==> config.mk <==
export PLATFORM = sky130hd
export DESIGN_NAME = set_assoc_cache_lru_lookup
export DESIGN_NICKNAME = d
export VERILOG_FILES = /design/src/salru_pkg.sv /design/src/salru_front.sv /design/src/salru_queue.sv /design/src/salru_back.sv /design/src/set_assoc_cache_lru_lookup.sv
export SDC_FILE = /design/constraint.sdc
export NUM_CORES = 2
export LEC_CHECK = 0
export ABC_AREA = 1
export BUFFER_PORTS_ARGS = -buffer_cell sky130_fd_sc_hd__buf_2
export CAP_MARGIN = 5
export CORE_MARGIN = 2
export CORE_UTILIZATION = 52
export CTS_BUF_LIST = sky130_fd_sc_hd__clkbuf_16
export DETAILED_ROUTE_END_ITERATION = 8
export PLACE_DENSITY = 0.67
export SLEW_MARGIN = 20
export SYNTH_ARGS = -nofsm -noshare
export SYNTH_HDL_FRONTEND = slang
export SYNTH_SLANG_ARGS = --single-unit
==> constraint.sdc <==
create_clock -name clk -period 12.4 [get_ports clk]
set_clock_uncertainty 0.2 [all_clocks]
set_input_delay 1.86 -clock clk [delete_from_list [all_inputs] [get_ports clk]]
set_output_delay 1.86 -clock clk [all_outputs]
set_load 0.01 [all_outputs]
==> src/salru_pkg.sv <==
`default_nettype none
package salru_pkg;

  localparam int TOTAL_BLOCKS = 16;
  localparam int LOG_BLOCKS   = 4;
  localparam int ADDR_BITS    = 16;
  localparam int IDX_W        = LOG_BLOCKS;
  localparam int WL_W         = 3;
  localparam int CNT_W        = 32;

  typedef logic [IDX_W-1:0]     idx_t;
  typedef logic [IDX_W:0]       ways_t;
  typedef logic [ADDR_BITS-1:0] tag_t;
  typedef logic [WL_W-1:0]      wl_t;
  typedef logic [CNT_W-1:0]     cnt_t;

  // one classified access as it waits between front and back
  typedef struct packed {
    idx_t set;
    tag_t tag;
    wl_t  wl;
  } item_t;

  typedef struct packed {
    logic full;
    logic empty;
  } q_status_t;

  typedef enum logic [3:0] {
    S_IDLE = 4'b0001,
    S_LOOK = 4'b0010,
    S_SCAN = 4'b0100,
    S_FILL = 4'b1000
  } back_state_t;

endpackage
`default_nettype wire

==> src/salru_front.sv <==
`default_nettype none
module salru_front (
  input  wire logic                  clk,
  input  wire logic                  rst,
  input  wire logic                  cfg_valid,
  output logic                       cfg_ready,
  input  wire logic [2:0]            cfg_data,
  input  wire logic                  in_valid,
  output logic                       in_ready,
  input  wire logic [15:0]           block_address,
  input  wire salru_pkg::q_status_t  q_status,
  output logic                       push,
  output salru_pkg::item_t           push_item
);

  salru_pkg::wl_t   ways_log2;
  salru_pkg::wl_t   wl;
  salru_pkg::wl_t   sl;
  salru_pkg::idx_t  set_mask;
  salru_pkg::tag_t  addr;

  assign cfg_ready = 1'b1;

  always_ff @(posedge clk) begin
    if (rst) begin
      ways_log2 <= '0;
    end else if (cfg_valid && cfg_ready) begin
      ways_log2 <= cfg_data;
    end
  end

  always_comb begin
    // saturate to a single fully associative set
    wl = (ways_log2 > salru_pkg::wl_t'(salru_pkg::LOG_BLOCKS)) ?
         salru_pkg::wl_t'(salru_pkg::LOG_BLOCKS) : ways_log2;
    sl = salru_pkg::wl_t'(salru_pkg::LOG_BLOCKS) - wl;
    addr = salru_pkg::tag_t'(block_address);
    set_mask = salru_pkg::idx_t'((salru_pkg::ways_t'(1) << sl) - salru_pkg::ways_t'(1));
    push_item.set = salru_pkg::idx_t'(addr) & set_mask;
    push_item.tag = salru_pkg::tag_t'(addr >> sl);
    push_item.wl  = wl;
  end

  assign in_ready = !q_status.full;
  assign push     = in_valid && in_ready;

endmodule
`default_nettype wire

==> src/salru_queue.sv <==
`default_nettype none
module salru_queue (
  input  wire logic                  clk,
  input  wire logic                  rst,
  input  wire logic                  push,
  input  wire salru_pkg::item_t      push_item,
  input  wire logic                  pop,
  output salru_pkg::item_t           pop_item,
  output salru_pkg::q_status_t       q_status
);

  salru_pkg::item_t slots [2];
  logic             wptr;
  logic             rptr;
  logic [1:0]       count;
  logic             do_push;
  logic             do_pop;

  assign q_status.full  = (count == 2'd2);
  assign q_status.empty = (count == 2'd0);
  assign do_push = push && !q_status.full;
  assign do_pop  = pop && !q_status.empty;
  assign pop_item = slots[rptr];

  always_ff @(posedge clk) begin
    if (do_push) begin
      slots[wptr] <= push_item;
    end
  end

  always_ff @(posedge clk) begin
    if (rst) begin
      wptr  <= 1'b0;
      rptr  <= 1'b0;
      count <= 2'd0;
    end else begin
      if (do_push) begin
        wptr <= !wptr;
      end
      if (do_pop) begin
        rptr <= !rptr;
      end
      count <= count + {1'b0, do_push} - {1'b0, do_pop};
    end
  end

endmodule
`default_nettype wire

==> src/salru_back.sv <==
`default_nettype none
module salru_back (
  input  wire logic                  clk,
  input  wire logic                  rst,
  input  wire salru_pkg::q_status_t  q_status,
  input  wire salru_pkg::item_t      pop_item,
  output logic                       pop,
  output logic                       out_valid,
  input  wire logic                  out_ready,
  output logic                       hit,
  output logic [3:0]                 set_index,
  output logic [3:0]                 way_used,
  output logic [31:0]                hit_total,
  output logic [31:0]                access_total
);

  localparam int N = salru_pkg::TOTAL_BLOCKS;

  salru_pkg::back_state_t state;
  salru_pkg::back_state_t state_next;

  salru_pkg::tag_t  tags   [N];
  salru_pkg::cnt_t  stamps [N];
  logic [N-1:0]     valid;
  salru_pkg::cnt_t  access_counter;
  salru_pkg::cnt_t  hit_counter;

  salru_pkg::item_t cur;
  salru_pkg::idx_t  scan_way;
  salru_pkg::idx_t  victim;
  salru_pkg::cnt_t  best_stamp;

  salru_pkg::ways_t ways;
  salru_pkg::idx_t  last_way;
  salru_pkg::idx_t  base;
  salru_pkg::idx_t  scan_e;
  salru_pkg::cnt_t  scan_stamp;
  logic [N-1:0]     match;
  logic [N-1:0]     free;
  salru_pkg::idx_t  hit_e;
  salru_pkg::idx_t  free_e;
  logic             out_free;
  logic             commit;
  logic             commit_hit;
  salru_pkg::idx_t  commit_e;
  logic             take_scan;

  always_comb begin
    ways     = salru_pkg::ways_t'(1) << cur.wl;
    last_way = salru_pkg::idx_t'(ways - salru_pkg::ways_t'(1));
    base     = salru_pkg::idx_t'(cur.set << cur.wl);
    scan_e   = base + scan_way;
    scan_stamp = stamps[scan_e];
    for (int e = 0; e < N; e++) begin
      logic in_set;
      in_set   = ((salru_pkg::idx_t'(e) >> cur.wl) == cur.set);
      match[e] = in_set && valid[e] && (tags[e] == cur.tag);
      free[e]  = in_set && !valid[e];
    end
    // lowest entry wins
    hit_e  = '0;
    free_e = '0;
    for (int e = N - 1; e >= 0; e--) begin
      if (match[e]) begin
        hit_e = salru_pkg::idx_t'(e);
      end
      if (free[e]) begin
        free_e = salru_pkg::idx_t'(e);
      end
    end
  end

  assign out_free  = !out_valid || out_ready;
  assign take_scan = (scan_way == '0) || (scan_stamp < best_stamp);

  always_comb begin
    state_next = state;
    pop        = 1'b0;
    commit     = 1'b0;
    commit_hit = 1'b0;
    commit_e   = base + victim;
    unique case (state)
      salru_pkg::S_IDLE: begin
        if (!q_status.empty) begin
          pop        = 1'b1;
          state_next = salru_pkg::S_LOOK;
        end
      end
      salru_pkg::S_LOOK: begin
        priority if (|match) begin
          commit_hit = 1'b1;
          commit_e   = hit_e;
          commit     = out_free;
        end else if (|free) begin
          commit_e = free_e;
          commit   = out_free;
        end else if (cur.wl == '0) begin
          commit_e = base;
          commit   = out_free;
        end else begin
          state_next = salru_pkg::S_SCAN;
        end
        if (commit) begin
          state_next = salru_pkg::S_IDLE;
        end
      end
      salru_pkg::S_SCAN: begin
        if (scan_way == last_way) begin
          state_next = salru_pkg::S_FILL;
        end
      end
      salru_pkg::S_FILL: begin
        commit = out_free;
        if (commit) begin
          state_next = salru_pkg::S_IDLE;
        end
      end
      default: begin
        state_next = salru_pkg::S_IDLE;
      end
    endcase
  end

  always_ff @(posedge clk) begin
    if (rst) begin
      state          <= salru_pkg::S_IDLE;
      valid          <= '0;
      access_counter <= '0;
      hit_counter    <= '0;
      out_valid      <= 1'b0;
    end else begin
      state <= state_next;
      if (commit) begin
        valid[commit_e] <= 1'b1;
        access_counter  <= access_counter + salru_pkg::cnt_t'(1);
        hit_counter     <= hit_counter + salru_pkg::cnt_t'(commit_hit);
        out_valid       <= 1'b1;
      end else if (out_ready) begin
        out_valid <= 1'b0;
      end
    end
  end

  always_ff @(posedge clk) begin
    if (pop) begin
      cur <= pop_item;
    end
    if (state == salru_pkg::S_LOOK) begin
      scan_way <= '0;
      victim   <= '0;
    end else if (state == salru_pkg::S_SCAN) begin
      // strict compare keeps the lower way on equal stamps
      if (take_scan) begin
        victim     <= scan_way;
        best_stamp <= scan_stamp;
      end
      scan_way <= scan_way + salru_pkg::idx_t'(1);
    end
    if (commit) begin
      stamps[commit_e] <= access_counter + salru_pkg::cnt_t'(1);
      if (!commit_hit) begin
        tags[commit_e] <= cur.tag;
      end
      hit          <= commit_hit;
      set_index    <= cur.set;
      way_used     <= commit_e - base;
      hit_total    <= hit_counter + salru_pkg::cnt_t'(commit_hit);
      access_total <= access_counter + salru_pkg::cnt_t'(1);
    end
  end

endmodule
`default_nettype wire

==> src/set_assoc_cache_lru_lookup.sv <==
`default_nettype none
// channel  signals                          direction  transfer when
// cfg      cfg_valid cfg_ready cfg_data     in         cfg_valid && cfg_ready
// in       in_valid in_ready block_address  in         in_valid && in_ready
// out      out_valid out_ready hit set_index way_used hit_total access_total
//                                           out        out_valid && out_ready
//
// An access in the back end on a hit, a free-way fill or a direct-mapped miss
// pops the queue, then matches the set and writes the way. A miss on a full set
// of 2^w ways, w = min(ways_log2, 4) > 0, first scans for the oldest way, one
// stamp per cycle, then writes it. A two-entry queue lets the front keep
// accepting while the back works or a result waits on out_ready.
// Reset clears the valid bits, both totals and ways_log2; tags and stamps are not.
module set_assoc_cache_lru_lookup (
  input  wire logic         clk,
  input  wire logic         rst,
  input  wire logic         cfg_valid,
  output logic              cfg_ready,
  input  wire logic [2:0]   cfg_data,
  input  wire logic         in_valid,
  output logic              in_ready,
  input  wire logic [15:0]  block_address,
  output logic              out_valid,
  input  wire logic         out_ready,
  output logic              hit,
  output logic [3:0]        set_index,
  output logic [3:0]        way_used,
  output logic [31:0]       hit_total,
  output logic [31:0]       access_total
);

  salru_pkg::q_status_t q_status;
  salru_pkg::item_t     push_item;
  salru_pkg::item_t     pop_item;
  logic                 push;
  logic                 pop;

  salru_front u_front (
    .clk           (clk),
    .rst           (rst),
    .cfg_valid     (cfg_valid),
    .cfg_ready     (cfg_ready),
    .cfg_data      (cfg_data),
    .in_valid      (in_valid),
    .in_ready      (in_ready),
    .block_address (block_address),
    .q_status      (q_status),
    .push          (push),
    .push_item     (push_item)
  );

  salru_queue u_queue (
    .clk       (clk),
    .rst       (rst),
    .push      (push),
    .push_item (push_item),
    .pop       (pop),
    .pop_item  (pop_item),
    .q_status  (q_status)
  );

  salru_back u_back (
    .clk          (clk),
    .rst          (rst),
    .q_status     (q_status),
    .pop_item     (pop_item),
    .pop          (pop),
    .out_valid    (out_valid),
    .out_ready    (out_ready),
    .hit          (hit),
    .set_index    (set_index),
    .way_used     (way_used),
    .hit_total    (hit_total),
    .access_total (access_total)
  );

endmodule
`default_nettype wire

==> impl_metrics.env <==
export IMPL_syn_inst=3777
export IMPL_rrSetupSlack_ps=4800
export IMPL_grt_max_degree=169
export IMPL_powerDensity_nw_per_um2=241
export IMPL_critPathArrivalTime_ps=7710
export IMPL_r2r_cells=25
export IMPL_cts_root_buf="clkbuf_16"
export IMPL_cts_setup_buffers=0
export IMPL_wl_per_cell_um=21.6
export IMPL_num_rows=108
export IMPL_totalPowerFinal_uw=12200
export IMPL_synth_top_area_cell="edfxtp_1"
export IMPL_p_sw_share_pct=38.0
export IMPL_multi_input_area_sq_um=13000
export IMPL_drv_slew=0
export IMPL_start_kind="flop"
export IMPL_drc_errors=0
export IMPL_synth_common_cells="edfxtp_1, nand2_1, inv_1"
export IMPL_finalSetupTns_ps=0
export IMPL_rsz0062_at_grt="false"
export IMPL_syn_area_per_cell_sq_um=12.0
export IMPL_vias=29100
export IMPL_finalCriticalPeriod_ps=7600
export IMPL_fin_crit_sh_pct=61.3
export IMPL_drive_gt1_share_pct=12.8
export IMPL_die_h_um=299
export IMPL_cts_reportedPaths_clkPinSlew_ps=60
export IMPL_track_usage_pct=24.6
export IMPL_gp_congestion=0.889
export IMPL_regArea_sq_um=30300
export IMPL_wl_um=111000
export IMPL_required_ps=12500
export IMPL_status="complete, no violations"
export IMPL_tightest_slew_ps=1160
export IMPL_yosysMostFrequentCell="edfxtp_1"
export IMPL_whs_ps=284
export IMPL_initial_utilization_pct=52.3
export IMPL_holdCritPathClass="reg2reg"
export IMPL_core_area_sq_um=86600
export IMPL_insertion_delay_ps=700
export IMPL_p_comb_share_pct=37.0
export IMPL_antenna_found_initial=1
export IMPL_ant_nets=0
export IMPL_ir_drop_v=0.000212
export IMPL_relSlewSlack_pct=22.7
export IMPL_p_sw_uw=4640
export IMPL_critPathMaxFanout=52
export IMPL_hold_viol=0
export IMPL_yosysWarnings=0
export IMPL_boundaryPins=100
export IMPL_grt_pass1_vias=27800
export IMPL_cts_hold_buf=0
export IMPL_ys_flop_type="edfxtp_1"
export IMPL_end_kind="flop"
export IMPL_cap_violations=0
export IMPL_drtPass1Iterations=6
export IMPL_fmax_mhz=132
export IMPL_async_flop_share_pct=0
export IMPL_die_width_um=299
export IMPL_p_leak_uw=0.0190
export IMPL_timing_rr_start="u_back.cur[2]$_DFFE_PP_"
export IMPL_finalSetupViolCount=0
export IMPL_syn_nets=3866
export IMPL_nFillCells=6905
export IMPL_cts_tree="yes"
export IMPL_synthToLayoutAreaGrowth_pct=11.9
export IMPL_p_clk_share_pct=25.4
export IMPL_power_report_internal_total_uw=7560
export IMPL_synth_area_leaders="edfxtp_1, nand2_1, dfxtp_1"
export IMPL_synth_edff_count=942
export IMPL_nNetsFinal=3994
export IMPL_drt_initial_drc_count=3011
export IMPL_cts_resized=0
export IMPL_seqPwrFrac_pct=37.6
export IMPL_ctsLongestPathBuffers=3
export IMPL_syn_area_sq_um=45300
export IMPL_htree_levels=3
export IMPL_grt_ovfl_total=0
export IMPL_yosysUniqueCellTypes=68
export IMPL_hold_end="u_back.hit_counter[24]$_SDFFE_PP0P_"
export IMPL_worstSetupPathType="reg2reg"
export IMPL_dpl_hpwl_um=64100
export IMPL_routed_via_density=5.66
export IMPL_holdCritStartpoint="u_back.hit_counter[24]$_SDFFE_PP0P_"
export IMPL_die_area_sq_um=89500
export IMPL_cts_sinks=1042
export IMPL_grt_pass1_wl_um=168000
export IMPL_cts_made_buffers=105
export IMPL_io_buffers=98
export IMPL_ys_seq_area_share_pct=66.9
export IMPL_r2r_end="u_back.best_stamp[24]$_DFFE_PP_"
export IMPL_ys_seq_elements=1042
export IMPL_synth_top_area_share_pct=62.4
export IMPL_hold_path_depth=2
[how the worst max path moves through the flow]
stage                             from                               to  cells after the start
2_1_floorplan  u_back.cur[0]$_DFFE_PP_   u_back.hit_total[30]$_DFFE_PP_                     33
3_3_place_gp   u_back.cur[2]$_DFFE_PP_  u_back.best_stamp[27]$_DFFE_PP_                     25
3_5_place_dp   u_back.cur[2]$_DFFE_PP_  u_back.best_stamp[27]$_DFFE_PP_                     25
4_1_cts        u_back.cur[2]$_DFFE_PP_    u_back.victim[2]$_SDFFE_PN0P_                     27
5_1_grt        u_back.cur[2]$_DFFE_PP_    u_back.victim[2]$_SDFFE_PN0P_                     27
6_report       u_back.cur[2]$_DFFE_PP_  u_back.best_stamp[24]$_DFFE_PP_                     25
[metrics by stage]
stage | area [sq um] | setup slack [ps] | util (%) | cells
after floorplan | 45300 | 7070 | - | 3777
after global placement | 47300 | 5070 | 54.6 | 4953
after detailed placement | 47300 | 4820 | 54.6 | 4953
after CTS | 50600 | 4800 | 58.5 | 5150
after global routing | 50700 | 4310 | 58.5 | 5150
final | 50700 | 4800 | 58.5 | 5153
[power by group through the flow]
stage	Combinational, uW	Clock [uW]	Sequential [uW]
5_1_grt	4970	3280	4620
2_1_floorplan	3060	0	4670
6_report	4520	3090	4590
3_3_place_gp	4360	0	4650
3_5_place_dp	4450	0	4660
4_1_cts	4480	3140	4590
[kinds of logic (layout without fill, tap and decap cells)]
logic type | Yosys count | in the layout | synth area share [%]
AOI/OAI and AO/OA | 772 | 772 | 9.74
xor gates and xnor gates | 162 | 162 | 3.15
adders and majority gates | 65 | 65 | 1.84
buffers and inverters | 538 | 756 | 4.77
DFF | 1042 | 1042 | 66.9
muxes | 139 | 139 | 3.07
other | 1 | 4 | 0.00828
and+or+nand+nor | 1058 | 1058 | 10.6
[registers in the layout, summed over array words and instances, names as in the netlist]
signal and count:
u_back.way_used 4, u_queue.rptr 1, u_back.hit_counter 32, u_back.scan_way 4, u_back.set_index 4, u_back.valid 16, u_back.access_counter 32, u_back.hit_total 32
u_back.stamps 512, u_front.ways_log2 3, u_back.best_stamp 32, u_back.hit 1, u_queue.count 2, u_back.tags 256, u_queue.slots 46, u_queue.wptr 1
u_back.out_valid 1, u_back.victim 4, u_back.access_total 32, u_back.state 4, u_back.cur 23
[cells in the final DEF (no fill, tap or decap), types with 23 or more instances in the layout]
cell / instances
a211oi_1: 38
a21oi_1: 225
a31oi_1: 33
buf_2: 98
buf_4: 91
clkbuf_16: 108
clkinv_1: 27
dfxtp_1: 100
edfxtp_1: 942
ha_1: 61
inv_1: 347
inv_2: 37
mux2i_1: 139
nand2_1: 535
nand3_1: 61
nand4_1: 38
nor2_1: 267
nor4_1: 23
o211ai_1: 68
o21ai_0: 320
o22ai_1: 27
or2_2: 23
xnor2_1: 42
xor2_1: 112
[layer usage]
layer	GRT usage, %	part of all wire (%)
met5	0	0.016
met4	7.23	2.4
met3	3.63	7.2
met2	39.6	47
met1	35.0	43
[critical path: stages, from the launching register on]
cell and delay (ps):
edfxtp_1 630, inv_12 180, nand2_2 90, nor2_2 150, inv_2 60, nor2_1 390, ha_4 200, inv_1 50
fa_4 1120, buf_4 570, buf_4 630, a21oi_1 100, o21ai_0 150, o211ai_1 150, a21oi_1 210, a31oi_1 80
ha_1 360, a21oi_1 220, nor2_1 70, a211oi_1 170, o221ai_1 130, a21oi_1 200, nand2_1 180, nand2_1 100
nand2_1 100, inv_2 670
[final cells by class]
cell class	instances	area share, %
Multi-Input combinational cell	2197	25.6
Timing Repair Buffer	190	2.36
Antenna cell	3	0.0148
Inverter	369	2.78
Sequential cell	1042	59.8
Tap cell	1155	2.85
Clock inverter	89	1.33
Clock buffer	108	5.33
Power figures use the tool's default switching activity.
